File: config.mk
export PLATFORM = sky130hd
export DESIGN_NAME = gse_packet_deframer
export DESIGN_NICKNAME = d
export VERILOG_FILES = /design/src/gsed_pkg.sv /design/src/gse_packet_deframer.sv /design/src/gsed_parser.sv
export SDC_FILE = /design/constraint.sdc
export NUM_CORES = 1
export LEC_CHECK = 0
export BUFFER_PORTS_ARGS = -buffer_cell sky130_fd_sc_hd__buf_2
export CAP_MARGIN = 20
export CORE_UTILIZATION = 54
export DETAILED_ROUTE_END_ITERATION = 7
export PLACE_DENSITY = 0.77
export SYNTH_ARGS = -nofsm -noshare
export SYNTH_HDL_FRONTEND = slang
export SYNTH_SLANG_ARGS = --single-unit
File: constraint.sdc
create_clock -name clk -period 8.2 [get_ports clk]
set_input_delay 0.41 -clock clk [delete_from_list [all_inputs] [get_ports clk]]
set_output_delay 0.41 -clock clk [all_outputs]
set_load 0.02 [all_outputs]
File: src/gsed_pkg.sv
// Shared types, constants and the header-length helper function of the GSE packet deframer.
package gsed_pkg;

  // Bytes of baseband frame header skipped at the start of every frame.
  localparam int FRAME_HEADER_BYTES = 10;
  // Width of the running totals; they wrap at this width.
  localparam int COUNTER_BITS = 32;

  // Byte class codes.
  localparam logic [1:0] CLS_FRAME_HDR = 2'd0;
  localparam logic [1:0] CLS_GSE_HDR   = 2'd1;
  localparam logic [1:0] CLS_PAYLOAD   = 2'd2;
  localparam logic [1:0] CLS_PADDING   = 2'd3;

  // Fields of the first GSE header byte.
  localparam logic [7:0] GSE_S_FLAG = 8'h80;
  localparam logic [7:0] GSE_E_FLAG = 8'h40;

  typedef struct packed {
    logic [7:0] data_byte;
    logic       frame_last;
  } in_item_t;

  typedef struct packed {
    logic [7:0]  out_byte;
    logic [1:0]  byte_class;
    logic        payload_valid;
    logic        payload_last;
    logic        length_error;
    logic [31:0] frame_total;
    logic [31:0] packet_total;
    logic [31:0] data_byte_total;
    logic [31:0] header_byte_total;
    logic [31:0] payload_byte_total;
    logic [31:0] padding_byte_total;
  } out_item_t;

  // Per-byte outcome of the parser: classification plus counter updates.
  typedef struct packed {
    logic [1:0]  cls;
    logic        plast;
    logic        err;
    logic        frame_inc;
    logic        data_inc;
    logic        pkt_inc;
    logic        pad_inc;
    logic [3:0]  hdr_add;
    logic [11:0] pay_add;
  } psr_res_t;

  // GSE header length in bytes, taken from the first header byte. For an end
  // fragment the trailing CRC is counted as header.
  function automatic logic [3:0] gse_header_len(input logic [7:0] b1);
    logic [3:0] lab;
    logic       s;
    logic       e;
    logic [3:0] len;
    case (b1[5:4])
      2'b00:   lab = 4'd6;
      2'b01:   lab = 4'd3;
      default: lab = 4'd0;
    endcase
    s = (b1 & GSE_S_FLAG) != 8'h00;
    e = (b1 & GSE_E_FLAG) != 8'h00;
    if (s && e) begin
      len = 4'd4 + lab;
    end else if (s) begin
      len = 4'd7 + lab;
    end else if (e) begin
      len = 4'd7;
    end else begin
      len = 4'd3;
    end
    return len;
  endfunction

endpackage

File: src/gse_packet_deframer.sv
// Top level of the GSE packet deframer: handshake stages, counters and config.
//
//  Channel   Direction  Handshake            Payload
//  in_*      input      in_valid / in_stall  in_item_t  (data_byte, frame_last)
//  out_*     output     out_valid/out_stall  out_item_t (byte, class, flags, totals)
//  cfg_*     input      cfg_valid/cfg_ready  cfg_data   (forward_enable)
//
// One byte is taken per clock cycle while in_stall is low. A byte passes from the
// input register through the parse step into the result register, from which
// its result transfers out. The parse step between the input register and the
// result register is combinational.
// rst_n is synchronous and clears the parse state, counters, valid flags and
// forward_enable. A stall on the output holds the result register; the input
// register keeps taking bytes until it is also full, then in_stall rises.
module gse_packet_deframer
  import gsed_pkg::*;
(
  input  logic      clk,
  input  logic      rst_n,
  input  logic      in_valid,
  output logic      in_stall,
  input  in_item_t  in_item,
  output logic      out_valid,
  input  logic      out_stall,
  output out_item_t out_item,
  input  logic      cfg_valid,
  output logic      cfg_ready,
  input  logic      cfg_data
);

  logic      in_vld_r;
  in_item_t  in_r;
  logic      out_vld_r;
  out_item_t out_r;
  logic      fwd_en_r;
  logic      move;
  logic      in_take;
  psr_res_t  res;

  logic [COUNTER_BITS-1:0] frame_cnt_r, frame_cnt_nxt;
  logic [COUNTER_BITS-1:0] pkt_cnt_r, pkt_cnt_nxt;
  logic [COUNTER_BITS-1:0] data_cnt_r, data_cnt_nxt;
  logic [COUNTER_BITS-1:0] hdr_cnt_r, hdr_cnt_nxt;
  logic [COUNTER_BITS-1:0] pay_cnt_r, pay_cnt_nxt;
  logic [COUNTER_BITS-1:0] pad_cnt_r, pad_cnt_nxt;

  // The held byte moves into the result register whenever that register is
  // empty or its current result is being transferred out.
  assign move      = in_vld_r && (!out_vld_r || !out_stall);
  assign in_stall  = in_vld_r && !move;
  assign in_take   = in_valid && !in_stall;
  assign cfg_ready = 1'b1;

  assign out_valid = out_vld_r;
  assign out_item  = out_r;

  gsed_parser u_parser (
    .clk   (clk),
    .rst_n (rst_n),
    .step  (move),
    .item  (in_r),
    .res   (res)
  );

  // Running totals after the current byte; they wrap at COUNTER_BITS.
  assign frame_cnt_nxt = frame_cnt_r + COUNTER_BITS'(res.frame_inc);
  assign pkt_cnt_nxt   = pkt_cnt_r + COUNTER_BITS'(res.pkt_inc);
  assign data_cnt_nxt  = data_cnt_r + COUNTER_BITS'(res.data_inc);
  assign hdr_cnt_nxt   = hdr_cnt_r + COUNTER_BITS'(res.hdr_add);
  assign pay_cnt_nxt   = pay_cnt_r + COUNTER_BITS'(res.pay_add);
  assign pad_cnt_nxt   = pad_cnt_r + COUNTER_BITS'(res.pad_inc);

  always_ff @(posedge clk) begin
    if (!rst_n) begin
      fwd_en_r <= 1'b0;
    end else if (cfg_valid && cfg_ready) begin
      fwd_en_r <= cfg_data;
    end
  end

  // Input register.
  always_ff @(posedge clk) begin
    if (!rst_n) begin
      in_vld_r <= 1'b0;
    end else if (in_take) begin
      in_vld_r <= 1'b1;
    end else if (move) begin
      in_vld_r <= 1'b0;
    end
  end

  always_ff @(posedge clk) begin
    if (in_take) begin
      in_r <= in_item;
    end
  end

  // Counters and result register.
  always_ff @(posedge clk) begin
    if (!rst_n) begin
      out_vld_r   <= 1'b0;
      frame_cnt_r <= '0;
      pkt_cnt_r   <= '0;
      data_cnt_r  <= '0;
      hdr_cnt_r   <= '0;
      pay_cnt_r   <= '0;
      pad_cnt_r   <= '0;
    end else if (move) begin
      out_vld_r   <= 1'b1;
      frame_cnt_r <= frame_cnt_nxt;
      pkt_cnt_r   <= pkt_cnt_nxt;
      data_cnt_r  <= data_cnt_nxt;
      hdr_cnt_r   <= hdr_cnt_nxt;
      pay_cnt_r   <= pay_cnt_nxt;
      pad_cnt_r   <= pad_cnt_nxt;
    end else if (!out_stall) begin
      out_vld_r <= 1'b0;
    end
  end

  always_ff @(posedge clk) begin
    if (move) begin
      out_r.out_byte           <= in_r.data_byte;
      out_r.byte_class         <= res.cls;
      out_r.payload_valid      <= (res.cls == CLS_PAYLOAD) && fwd_en_r;
      out_r.payload_last       <= res.plast;
      out_r.length_error       <= res.err;
      out_r.frame_total        <= 32'(frame_cnt_nxt);
      out_r.packet_total       <= 32'(pkt_cnt_nxt);
      out_r.data_byte_total    <= 32'(data_cnt_nxt);
      out_r.header_byte_total  <= 32'(hdr_cnt_nxt);
      out_r.payload_byte_total <= 32'(pay_cnt_nxt);
      out_r.padding_byte_total <= 32'(pad_cnt_nxt);
    end
  end

endmodule

File: src/gsed_parser.sv
// Per-byte phase machine that walks frame headers, GSE packets and padding.
module gsed_parser
  import gsed_pkg::*;
(
  input  logic     clk,
  input  logic     rst_n,
  input  logic     step,
  input  in_item_t item,
  output psr_res_t res
);

  typedef enum logic [4:0] {
    PH_SKIP   = 5'b00001,
    PH_FIRST  = 5'b00010,
    PH_SECOND = 5'b00100,
    PH_BODY   = 5'b01000,
    PH_PAD    = 5'b10000
  } phase_t;

  localparam phase_t PH_START = (FRAME_HEADER_BYTES == 0) ? PH_FIRST : PH_SKIP;

  phase_t      phase_r, phase_nxt;
  logic [3:0]  skip_r, skip_nxt;
  logic [7:0]  first_r, first_nxt;
  logic [3:0]  hdr_left_r, hdr_left_nxt;
  logic [11:0] pkt_left_r, pkt_left_nxt;
  logic [11:0] pay_len_r, pay_len_nxt;

  logic [7:0]  b;
  logic        last;
  logic [11:0] len;
  logic [3:0]  extra;
  logic        short_pkt;

  assign b         = item.data_byte;
  assign last      = item.frame_last;
  assign len       = {first_r[3:0], b};
  assign extra     = gse_header_len(first_r) - 4'd2;
  assign short_pkt = {8'd0, extra} > len;

  always_comb begin
    phase_nxt    = phase_r;
    skip_nxt     = skip_r;
    first_nxt    = first_r;
    hdr_left_nxt = hdr_left_r;
    pkt_left_nxt = pkt_left_r;
    pay_len_nxt  = pay_len_r;
    res          = '0;
    res.cls      = CLS_FRAME_HDR;

    case (phase_r)
      PH_SKIP: begin
        skip_nxt = skip_r + 4'd1;
        if (skip_nxt >= 4'(FRAME_HEADER_BYTES)) begin
          phase_nxt = PH_FIRST;
        end
      end
      PH_FIRST: begin
        res.data_inc = 1'b1;
        if (b[7:4] == 4'd0) begin
          res.cls     = CLS_PADDING;
          res.pad_inc = 1'b1;
          phase_nxt   = PH_PAD;
        end else begin
          res.cls     = CLS_GSE_HDR;
          res.pkt_inc = 1'b1;
          res.hdr_add = gse_header_len(b);
          first_nxt   = b;
          phase_nxt   = PH_SECOND;
          res.err     = last;
        end
      end
      PH_SECOND: begin
        res.data_inc = 1'b1;
        res.cls      = CLS_GSE_HDR;
        if (short_pkt) begin
          res.err      = 1'b1;
          hdr_left_nxt = len[3:0];
          pay_len_nxt  = 12'd0;
        end else begin
          hdr_left_nxt = extra;
          pay_len_nxt  = len - {8'd0, extra};
        end
        pkt_left_nxt = len;
        phase_nxt    = (len == 12'd0) ? PH_FIRST : PH_BODY;
        if (last && len != 12'd0) begin
          res.err = 1'b1;
        end
      end
      PH_BODY: begin
        res.data_inc = 1'b1;
        if (hdr_left_r != 4'd0) begin
          res.cls      = CLS_GSE_HDR;
          hdr_left_nxt = hdr_left_r - 4'd1;
        end else begin
          res.cls = CLS_PAYLOAD;
        end
        if (pkt_left_r != 12'd0) begin
          pkt_left_nxt = pkt_left_r - 12'd1;
        end
        if (pkt_left_nxt == 12'd0) begin
          res.plast   = (res.cls == CLS_PAYLOAD);
          res.pay_add = pay_len_r;
          phase_nxt   = PH_FIRST;
        end else if (last) begin
          res.err = 1'b1;
        end
      end
      PH_PAD: begin
        res.data_inc = 1'b1;
        res.cls      = CLS_PADDING;
        res.pad_inc  = 1'b1;
      end
      default: begin
        phase_nxt = PH_START;
      end
    endcase

    // The last byte of a frame closes it and restarts the header skip.
    if (last) begin
      res.frame_inc = 1'b1;
      phase_nxt     = PH_START;
      skip_nxt      = 4'd0;
      hdr_left_nxt  = 4'd0;
      pkt_left_nxt  = 12'd0;
    end
  end

  always_ff @(posedge clk) begin
    if (!rst_n) begin
      phase_r    <= PH_START;
      skip_r     <= 4'd0;
      first_r    <= 8'd0;
      hdr_left_r <= 4'd0;
      pkt_left_r <= 12'd0;
      pay_len_r  <= 12'd0;
    end else if (step) begin
      phase_r    <= phase_nxt;
      skip_r     <= skip_nxt;
      first_r    <= first_nxt;
      hdr_left_r <= hdr_left_nxt;
      pkt_left_r <= pkt_left_nxt;
      pay_len_r  <= pay_len_nxt;
    end
  end

endmodule

Word level (Yosys, flattened, before mapping)
Index checks and enable logic that the tools add are counted.
{ "word_totals": {"out_inout_bits": 208, "regBits": 454, "wordCells": 141, "inputBits": 15} }
{ "classes": {"n_reduce_logical": 31, "eq_ne": 14, "mux": 50, "order_cmp": 2, "addsub": 15, "bitwise": 1} }
{ "ops": {"columns": ["cell", "count"], "rows": [
  ["adder 32 x 1 -> 32 bit", 4],
  ["two-way mux 12 bit", 6],
  ["two-way mux 4 bit", 14],
  ["adder 32 x 12 -> 32 bit", 1],
  ["adder 32 x 4 -> 32 bit", 1],
  ["one-hot mux 5 bit (5 select lines)", 1],
  ["zero test 12 bit", 2],
  ["one-hot mux 12 bit (2 select lines)", 1],
  ["nonzero test 12 bit", 2],
  ["two-way mux 5 bit", 4],
  ["adder 3 x 4 -> 4 bit, first input constant", 4],
  ["two-way mux 1 bit", 13],
  ["> comparator 4 x 12 -> 1 bit", 1],
  ["one-hot mux 3 bit (2 select lines)", 2],
  ["subtractor 12 x 1 -> 12 bit, second input constant", 1],
  ["subtractor 12 x 4 -> 12 bit", 1],
  ["!= test 3 x 2 -> 1 bit, second input constant", 3],
  ["one-hot mux 2 bit (4 select lines)", 1],
  ["one-hot mux 4 bit (2 select lines)", 1],
  ["AND reduction 2 bit", 4],
  ["logical AND 1 bit", 7],
  ["two-way mux 2 bit", 3],
  ["two-way mux 3 bit", 2],
  ["AND reduction 3 bit", 2],
  ["25 further kinds", 32]
]} }

Logic depth before layout (Yosys ltp)
Gate-level depths: netlist of the first run.
{ "logic_depth": {"ltp_word": 10, "ltp_mapped": 19} }

By module
Synthesis of the first run repeated with hierarchy kept, for this count alone.
{ "unflattened": {"cells_unflattened": 2189, "area_unflattened_um2": 21605.7} }
{ "modules_own_cells": {"columns": ["module", "instances", "cells_per_inst", "seq_area_each_um2", "area_per_inst_um2"], "rows": [
  ["gse_packet_deframer", 1, 1715, 10329.9, 18221.2],
  ["gsed_parser", 1, 474, 900.9, 3384.5]
]} }

Worst setup path after synthesis of the first run
OpenSTA, ideal clock, no wires.
{ "synth_path": {"kind": "input port to flip-flop", "from": "input out_stall", "to": "register out_r (netlist bit out_item[0]), enable pin", "arrival_ns": 6.989, "path_stages": 6, "setup_time_ns": 0.648, "slack_ns": 0.563, "path_cell_list": "nand2_1 > nand2_1 > clkinv_1 > clkbuf_1 > buf_1 > buf_1"} }
{ "synth_between": {"elab_chain_len": 3} }
{ "synth_lines": {"columns": ["item", "line_no", "source"], "rows": [
  ["from (decl)", "gse_packet_deframer.sv:24", "input logic out_stall,"],
  ["zero test 1 bit", null, null],
  ["logical OR 1 bit", "gse_packet_deframer.sv:49", "assign move = in_vld_r && (!out_vld_r || !out_stall);"],
  ["logical AND 1 bit", "gse_packet_deframer.sv:49", null],
  ["named net move", "gse_packet_deframer.sv:36", "logic move;"],
  ["to (decl)", "gse_packet_deframer.sv:34", "out_item_t out_r;"]
]} }
The timed path passes the listed nets, and every way through them passes these cells.
A chain may end at the register's enable or synchronous reset.

Final worst setup path of the first run
{ "layout_path": {"from": "register u_parser.pkt_left_r[0]", "to": "register out_r (netlist bit out_item[51]), data pin"} }
{ "layout_between": {"elab_chain_len": 7, "elab_cells_between_ends": 8, "cone_classes": "add/sub: 2; mux: 4; reduce/logical: 2"} }
{ "layout_lines": {"columns": ["item", "line_no", "source"], "rows": [
  ["from (decl)", "gsed_parser.sv:26", "logic [11:0] pkt_left_r, pkt_left_nxt;"],
  ["from (signal assigned)", "gsed_parser.sv:142", "pkt_left_r <= pkt_left_nxt;"],
  ["subtractor 12 x 1 -> 12 bit or nonzero test 12 bit (tied branches)", "gsed_parser.sv:99, gsed_parser.sv:98", null],
  ["two-way mux 12 bit (*)", "gsed_parser.sv:98", "if (pkt_left_r != 12'd0) begin"],
  ["two-way mux 12 bit (*)", "gsed_parser.sv:51", "case (phase_r)"],
  ["zero test 12 bit (*)", "gsed_parser.sv:101", "if (pkt_left_nxt == 12'd0) begin"],
  ["two-way mux 12 bit (*)", "gsed_parser.sv:101", null],
  ["two-way mux 12 bit (*)", "gsed_parser.sv:51", null],
  ["adder 32 x 12 -> 32 bit (*)", "gse_packet_deframer.sv:70", "assign pay_cnt_nxt = pay_cnt_r + COUNTER_BITS'(res.pay_add);"],
  ["named net pay_cnt_nxt[19]", "gse_packet_deframer.sv:44", "logic [COUNTER_BITS-1:0] pay_cnt_r, pay_cnt_nxt;"]
]} }
Mark *: on every way through the listed nets, which the timed path passes. The rest lies on a longest branch. The select of a mux whose other input is x is not followed.

==> results of run 1 <==
worst max-delay path, stage by stage (launching register included):
cell and delay [ps]:
dfxtp_1 460, inv_1 110, ha_1 320, nor2b_1 200, nand4b_1 110, mux2_2 340
nand4b_1 360, nor2_1 580, and2_1 260, ha_1 240, a21o_1 170, a21oi_1 320
o211a_1 280, o211a_1 680, nor4_1 190, xor2_1 190
where the power goes:
group | internal (mW) | switching [mW]
logic | 0.0658 | 0.182
registers | 2.42 | 0.0298
clock network | 1.27 | 0.907
total | 3.76 | 1.12
sequential cells by signal, indices dropped and copies added (netlist names), 4 cells and up:
| name | count |
|---|---|
| data_cnt_r | 32 |
| frame_cnt_r | 32 |
| hdr_cnt_r | 32 |
| in_r | 9 |
| out_item | 205 |
| pad_cnt_r | 32 |
| pay_cnt_r | 32 |
| pkt_cnt_r | 32 |
| u_parser.first_r | 8 |
| u_parser.hdr_left_r | 4 |
| u_parser.pay_len_r | 12 |
| u_parser.phase_r | 5 |
| u_parser.pkt_left_r | 12 |
| u_parser.skip_r | 4 |
logic make-up (layout without fill, tap and decap cells):
logic type / Yosys count / in the layout
buf+inv: 160 / 372
mux: 27 / 27
other cells: 1 / 1
simple gates: 934 / 934
compound gates: 247 / 247
flops: 454 / 454
xor+xnor: 305 / 305
fa+ha+maj: 37 / 37
stage by stage:
stage / instances / hold slack, ps
2_1_floorplan: 2165 / 427
3_3_place_gp: 2796 / 446
3_5_place_dp: 2796 / 454
4_1_cts: 2894 / 30.6
5_1_grt: 2895 / 77.9
6_report: 2895 / 67.4
how the worst min path moves through the flow:
stage / slack (ps) / cells past startpoint / end / startpoint
after floorplan: 430 / 2 / u_parser.pay_len_r[5] / u_parser.pay_len_r[5]
after CTS: 30 / 3 / in_vld_r / in_valid
after global placement: 450 / 2 / data_cnt_r[0] / data_cnt_r[0]
final: 70 / 3 / in_vld_r / in_valid
after global routing: 80 / 3 / fwd_en_r / cfg_data
after detailed placement: 450 / 2 / frame_cnt_r[0] / frame_cnt_r[0]
metal layers:
layer | share of wire, % | vias to the layer above
li1 | - | 7951
met1 | 43 | 7719
met2 | 48 | 502
met3 | 5.8 | 90
met4 | 2.9 | 0
met5 | 0 | -
placed cells by master, fill, tap and decap left out, types with 31 or more instances in the layout:
cell,count
buf_2,221
nand3_1,99
or3_1,32
dfxtp_1,240
inv_1,40
nor3_1,78
nor2_1,282
edfxtp_1,214
xor2_1,145
clkbuf_16,50
ha_1,34
nand2_1,203
o21ai_0,52
xnor2_1,160
nor4_1,31
nand4_1,57
a21oi_1,97
Yosys cell counts, types with 5 or more instances:
master	number
a211oi_1	11
a21o_1	6
a21oi_1	97
a22oi_1	5
a31oi_1	6
and2_1	24
and3_1	19
and4_1	12
buf_1	9
buf_2	8
clkbuf_1	99
dfxtp_1	240
edfxtp_1	214
ha_1	34
inv_1	41
mux2i_1	24
nand2_1	204
nand2b_1	20
nand3_1	99
nand3b_1	5
nand4_1	57
nand4b_1	8
nor2_1	282
nor2b_1	10
nor3_1	79
nor3b_1	7
nor4_1	31
o211ai_1	10
o21ai_0	52
o21bai_1	6
o22ai_1	5
o31ai_1	20
or2_2	5
or3_1	32
or4_1	24
xnor2_1	160
xor2_1	145
layout make-up:
cell class / instances / area (um^2)
Clock inverter: 30 / 282
Tap cell: 518 / 648
Clock buffer: 59 / 1320
Sequential cell: 454 / 11200
Fill cell: 3048 / 14400
Multi-Input combinational cell: 1551 / 9510
Timing Repair Buffer: 241 / 1310
Inverter: 42 / 170
what timing repair did:
action                     in CTS  in global routing
hold buffers                    9                  0
setup endpoints to repair       0                  0
hold endpoints to repair        9                  0
==> out/results.ini, run 1 <==
[run_status]
outcome = finished, final reports clean

[yosys]
synthSimpleGateAreaFrac_pct = 21.4
syn_area_per_cell_um2 = 9.86
synth-async-reset-ratio_pct = 0
ys_top_cells_by_area = edfxtp_1, dfxtp_1, xnor2_1
synth_nets = 2217
synth_edf_count = 214
synth_top_family_by_area = simple AND/OR/NAND/NOR gates
synth_compound_area_share_pct = 7.03
synth_adder_area_share_pct = 2.27
synth.area.mux_share_pct = 1.28
seq_area_frac_synth_pct = 52.6
synth_top_area_share_pct = 30.1
synth_seq_cells = 454
synth_top_area_cell = edfxtp_1
netlist_area_mm2 = 0.0214
synth_cells = 2165
synth_cell_type_count = 69
synth_xor_area_share_pct = 12.5
yosys_most_used_dff = dfxtp_1
synth_warnings = 0

[global_route]
grt_pass1_wl_um = 75700
use_met3_pct = 3.56
antenna_found_initial = 1
use_met1_pct = 29.0
gr-total-overflow = 0
grtUsageMet2_pct = 38.4
grt_pass1_vias = 15600
grt_start_max_net_pins = 168
grtUsageTotal_pct = 22.7
busiest_layer = met2

[detailed_routing]
drtIter0Drc = 964
ant_nets = 0
viasPerCell = 5.62
vias = 16300
wl_um = 46400
drcViolationCount = 0
wl_per_cell_um = 16.0
firstDrtPassIters = 6

[worst_setup_path]
crit_end = out_item[51]
worstSetupStartpointType = flop
r2r-start = u_parser.pkt_left_r[0]
worstRegToRegCells = 15
cp-startpoint = u_parser.pkt_left_r[0]
r2r_end = out_item[51]
critPathRequiredTime_ps = 8520
timing_worst_setup_path_type = flop to flop
reg2reg_slack_ps = 3110
critPathMaxFanout = 26
worstPathArrival_ps = 5410
end_kind = flop

[placement]
placed_area_mm2 = 0.0228
port_buffers = 221
gp_congestion = 0.899
place_hpwl_um = 30600
dp_worst_setup_slack_ps = 3130

[floorplanning]
die_x_um = 201
core_area_mm2 = 0.0388
die_h_um = 201
pin_count = 223
start_util_pct = 55.0
dieArea_mm2 = 0.0403
rows = 72

[final_layout]
syn_to_final_growth_pct = 14.6
nNetsFinal = 2390
drive_gt1_share_pct = 14.1
diodes = 0
fin_util_pct = 63.0
stdcell_area_mm2 = 0.0245

[clocking]
cts_buffer_depth = 3
post_cts_buffers = 0
cts_buffers = 48
cts_tree = built
clkSinkCount = 454
htree_levels = 2
postCtsResizedCells = 0
clock_latency_ps = 590
clkTransAtPathRegs_ps = 60
cts-root-buf = clkbuf_16

[sta]
relSlewSlack_pct = 31.8
layout_min_cycle_time_ps = 5090
finalClockSkew_ps = 12.1
hold_viol_final = 0
slew_viol_final = 0
timing.final.crit_share_pct = 62.1
setup_viol = 0
max_freq_ghz = 0.196
worstMarginPinSlew_ps = 1020
fin_ws_ps = 3110
rsz0062_at_grt = false
fin_setup_tns_ps = 0

[pwr]
ir_worst_vdd_mv = 0.159
power_density_mw_per_mm2 = 200
leakagePower_nw = 8.85
total_power_mw = 4.88

[hold_path]
hold_path.class = input pin to flop

[run]
cap_violations = 0

No activity file was read; power rests on OpenSTA's default activity.
==> run 2: changes to the inputs <==
- clock period: 8.2 -> 4.14 ns (I/O delays scaled with it)
==> out/results.ini, run 2 (synthesis gave the netlist of run 1 again) <==
[clocking]
cts-root-buf = clkbuf_16
cts_buffers = 48
clkSinkCount = 454
clock_latency_ps = 580
cts_tree = built
cts_buffer_depth = 3
clkTransAtPathRegs_ps = 60
htree_levels = 2

[worst_setup_path]
cp-startpoint = u_parser.pkt_left_r[3]
r2r-start = u_parser.pkt_left_r[3]
critPathRequiredTime_ps = 4640
worstSetupStartpointType = flop
critPathMaxFanout = 12
reg2reg_slack_ps = 260
r2r_end = pay_cnt_r[16]
worstRegToRegCells = 16
timing_worst_setup_path_type = flop to flop
worstPathArrival_ps = 4380
end_kind = flop

[detailed_routing]
wl_per_cell_um = 16.1
ant_nets = 0
drcViolationCount = 0
viasPerCell = 5.57
wl_um = 47400
drtIter0Drc = 1009
firstDrtPassIters = 6
vias = 16400

[sta]
timing.final.crit_share_pct = 93.7
worstMarginPinSlew_ps = 972
relSlewSlack_pct = 34.6
slew_viol_final = 0
layout_min_cycle_time_ps = 3880
fin_ws_ps = 260
max_freq_ghz = 0.258
setup_viol = 0
finalClockSkew_ps = 14.0
hold_viol_final = 0

[global_route]
antenna_found_initial = 0
grt_pass1_wl_um = 76800
grtUsageTotal_pct = 23.1
grt_start_max_net_pins = 132
grt_pass1_vias = 15600
gr-total-overflow = 0

[floorplanning]
start_util_pct = 55.0
die_x_um = 201
rows = 72
dieArea_mm2 = 0.0403
core_area_mm2 = 0.0388
die_h_um = 201
pin_count = 223

[pwr]
total_power_mw = 9.58
power_density_mw_per_mm2 = 386
leakagePower_nw = 9.04
ir_worst_vdd_mv = 0.360

[final_layout]
syn_to_final_growth_pct = 16.2
fillers = 3084
mostFrequentLayoutCells = nor2_1, dfxtp_1, buf_2
stdcell_area_mm2 = 0.0248
nNetsFinal = 2436
final_common_cell = nor2_1
drive_gt1_share_pct = 15.5
largest_reg_flops = 205
diodes = 0
fin_util_pct = 63.9

[placement]
gp_congestion = 0.889
port_buffers = 221
dp_worst_setup_slack_ps = 9.54
placed_area_mm2 = 0.0231
place_hpwl_um = 31600

[hold_path]
min_from = rst_n
hold_path.class = input pin to flop
min_delay_path_depth = 4
min_to = pkt_cnt_r[25]

[run_status]
outcome = finished, final reports clean

[run]
cap_violations = 0

-- run 2: cell types whose count changed in the layout (fill, tap and decap cells not counted), sizes merged --
cell,delta
inv,-1
o31a,+1
dlygate4sd3,+4
clkbuf,-1
buf,+41
clkinvlp,+2
-- run 2: power by group --
| group | total (mW) | switching [mW] | internal [mW] |
|---|---|---|---|
| clock | 4.21 | 1.77 | 2.44 |
| sequential | 4.85 | 0.0535 | 4.80 |
| combinational | 0.519 | 0.374 | 0.145 |
-- run 2: repair_timing --
item | CTS | global route
resized for setup | 0 | 7
pin swaps | 1 | 3
setup endpoints to repair | 1 | 24
cloned | 0 | 1
buffers inserted | 2 | 0
hold buffers | 13 | 0
hold endpoints to repair | 12 | 0
-- run 2: critical path, cell delays in order, from the launching register on --
cell	delay [ps]
dfxtp_1	320
nor4_1	380
buf_4	250
a31oi_1	90
nor4_1	280
nand4b_1	180
nor2_1	140
buf_4	170
and2_1	130
ha_1	170
fa_1	220
a21oi_1	110
o21ai_2	200
a211oi_4	120
o31a_1	370
or4_1	520
a21oi_1	170
-- run 2: worst max path at each step --
stage                    end  slack, ps  depth (start not counted)
2_1_floorplan   out_item[48]        -10                         18
3_3_place_gp    out_item[48]         70                         17
3_5_place_dp    out_item[48]         10                         17
4_1_cts        pay_cnt_r[16]         10                         17
5_1_grt        pay_cnt_r[16]         -8                         17
6_report       pay_cnt_r[16]        260                         16
-- run 2: area by class of cell --
cell class / instances / area [um^2] / share of cell area, %
tap: 518 / 648 / 2.61
inverter: 42 / 170 / 0.686
clock inverter: 31 / 279 / 1.12
sequential: 454 / 11200 / 45.3
multi-input combinational: 1552 / 9550 / 38.5
clock buffer: 58 / 1270 / 5.11
timing repair buffer: 286 / 1660 / 6.71
-- run 2: through the flow --
step           hold slack [ps]  std cells  TNS (ps)
3_5_place_dp               385       2836         0
5_1_grt                    242       2941     -8.85
3_3_place_gp               383       2836         0
2_1_floorplan              306       2165     -12.4
4_1_cts                    212       2940         0
6_report                   241       2941         0
-- run 2: layer usage --
| metal | vias to the layer above | wire [um] | GRT usage, % | share of wire (%) |
|---|---|---|---|---|
| li1 | 8030 | - | - | - |
| met1 | 7824 | 20800 | 29.6 | 44 |
| met2 | 439 | 23100 | 39.7 | 49 |
| met3 | 79 | 2450 | 3.65 | 5.2 |
| met4 | 0 | 1090 | 7.88 | 2.3 |
| met5 | - | 0 | 0 | 0 |
==> run 3: changes to the inputs <==
- PLACE_DENSITY: 0.77 -> 0.83
==> out/results.ini, run 3 (synthesis gave the netlist of run 1 again) <==
[detailed_routing]
vias = 16600
firstDrtPassIters = 7
wl_um = 48600
viasPerCell = 5.64
ant_nets = 0
drtIter0Drc = 1202
wl_per_cell_um = 16.5
drcViolationCount = 0

[floorplanning]
rows = 72
pin_count = 223
die_x_um = 201
start_util_pct = 55.0
core_area_mm2 = 0.0388
dieArea_mm2 = 0.0403
die_h_um = 201

[clocking]
clkSinkCount = 454
cts_buffer_depth = 3
cts_tree = built
clkTransAtPathRegs_ps = 60
htree_levels = 2
cts_buffers = 46
cts-root-buf = clkbuf_16
clock_latency_ps = 590

[pwr]
leakagePower_nw = 9.02
ir_worst_vdd_mv = 0.282
internal_power_mw = 7.35
switchingPower_mw = 2.16
p_clk_share_pct = 43.5
pwr-share-seq_pct = 51.0
switching_share_pct = 22.7
p_comb_share_pct = 5.5
power_density_mw_per_mm2 = 384

[final_layout]
diodes = 0
mostFrequentLayoutCells = nor2_1, dfxtp_1, buf_2
syn_to_final_growth_pct = 16.1
final_common_cell = nor2_1
fillers = 2969
largest_reg_flops = 205
nNetsFinal = 2436
drive_gt1_share_pct = 15.3
fin_util_pct = 63.8

[global_route]
antenna_found_initial = 0
grt_start_max_net_pins = 103
grt_pass1_vias = 15700
grt_pass1_wl_um = 78500
grtUsageTotal_pct = 23.6
gr-total-overflow = 0

[worst_setup_path]
worstPathArrival_ps = 4440
path_cells = nor4_2 -> buf_4 -> nand4b_1 -> mux2_2 -> nand4b_1 -> nor2_1 -> buf_4 -> and2_1 -> ha_1 -> fa_1 -> a21oi_1 -> o21ai_2 -> a211oi_2 -> o31a_1 -> buf_4 -> o31ai_1 -> a21oi_1
end_kind = flop
critPathMaxFanout = 13
critPathMaxStageDelay_ps = 410
critPathRequiredTime_ps = 4630
cpMaxStageDelayCell = a211oi_2
cp_common_cell = buf_4
path_delay_family = compound AO/OA/AOI/OAI gates
cp.buffers_inverters = 3
timing_worst_setup_path_type = flop to flop
worstSetupStartpointType = flop
reg2reg_slack_ps = 190

[sta]
fin_setup_tns_ps = 0
slew_viol_final = 0
timing.final.crit_share_pct = 95.4
rsz0062_at_grt = false
worstMarginPinSlew_ps = 877
finalClockSkew_ps = 17.1
setup_viol = 0
hold_viol_final = 0
relSlewSlack_pct = 41.4
layout_min_cycle_time_ps = 3950
max_freq_ghz = 0.253

[placement]
place_hpwl_um = 32500
port_buffers = 221
gp_congestion = 0.874

[hold_path]
hold_path.class = input pin to flop

[run_status]
outcome = finished, final reports clean

[run]
cap_violations = 0

run 3: changes by cell type in the layout (fill, tap and decap cells not counted), moves of 2 or more:
cell        change
clkinvlp_4      -2
clkinv_2        -4
clkinv_1        -4
nor4_1          -2
clkbuf_1        +9
nor4_2          +2
clkinv_4        -3
run 3: power groups by stage:
stage / logic [mW] / clock network, mW / registers [mW]
after floorplan: 0.200 / 0 / 5.06
after global placement: 0.507 / 0 / 4.95
after detailed placement: 0.514 / 0 / 4.95
after CTS: 0.525 / 4.20 / 4.85
after global routing: 0.560 / 4.38 / 4.86
final: 0.526 / 4.13 / 4.85
run 3: worst paths after layout:
path / endpoint / cells past startpoint / startpoint
setup / recovery: pay_cnt_r[18] / 17 / u_parser.pkt_left_r[2]
hold / removal: pay_cnt_r[7] / 3 / rst_n
setup reg to reg: pay_cnt_r[18] / 17 / u_parser.pkt_left_r[2]
hold reg to reg: pkt_cnt_r[0] / 2 / pkt_cnt_r[0]
run 3: per-stage QoR:
step           setup slack, ps  instance area, um^2  total power, mW  instances  hold slack (ps)
6_report                   189                24800             9.51       2938              226
3_5_place_dp              6.68                23100             5.46       2837              385
5_1_grt                   14.0                24800             9.80       2938              235
4_1_cts                   80.1                24700             9.58       2935              209
2_1_floorplan            -12.4                21400             5.26       2165              306
3_3_place_gp              83.2                23100             5.45       2837              383
run 3: layout make-up:
class / instances / area [um^2] / area share (%)
inverters: 42 / 170 / 0.687
clock buffers: 66 / 1280 / 5.15
clock inverters: 18 / 214 / 0.863
flip-flops and latches: 454 / 11200 / 45.3
well taps: 518 / 648 / 2.61
repair buffers: 288 / 1690 / 6.82
multi-input cells: 1552 / 9550 / 38.5
run 3: layer usage:
layer	global-route usage [%]	vias to the layer above	wire, um
met2	41.1	597	24100
met5	0	-	0
met1	30.2	7849	20500
met3	3.10	92	2730
li1	-	8029	-
met4	8.51	0	1310
run 3: tightest hold or removal path, stage by stage:
cell	delay (ps)
buf_2	90
buf_4	270
o211a_1	170
run 3: what timing repair did:
item,CTS,global route
buffers inserted,0,2
endpoints found under the hold margin,12,0
gates resized for setup,2,6
setup endpoints to repair,3,33
hold buffers,13,0
cloned,1,0
pin swaps,1,4
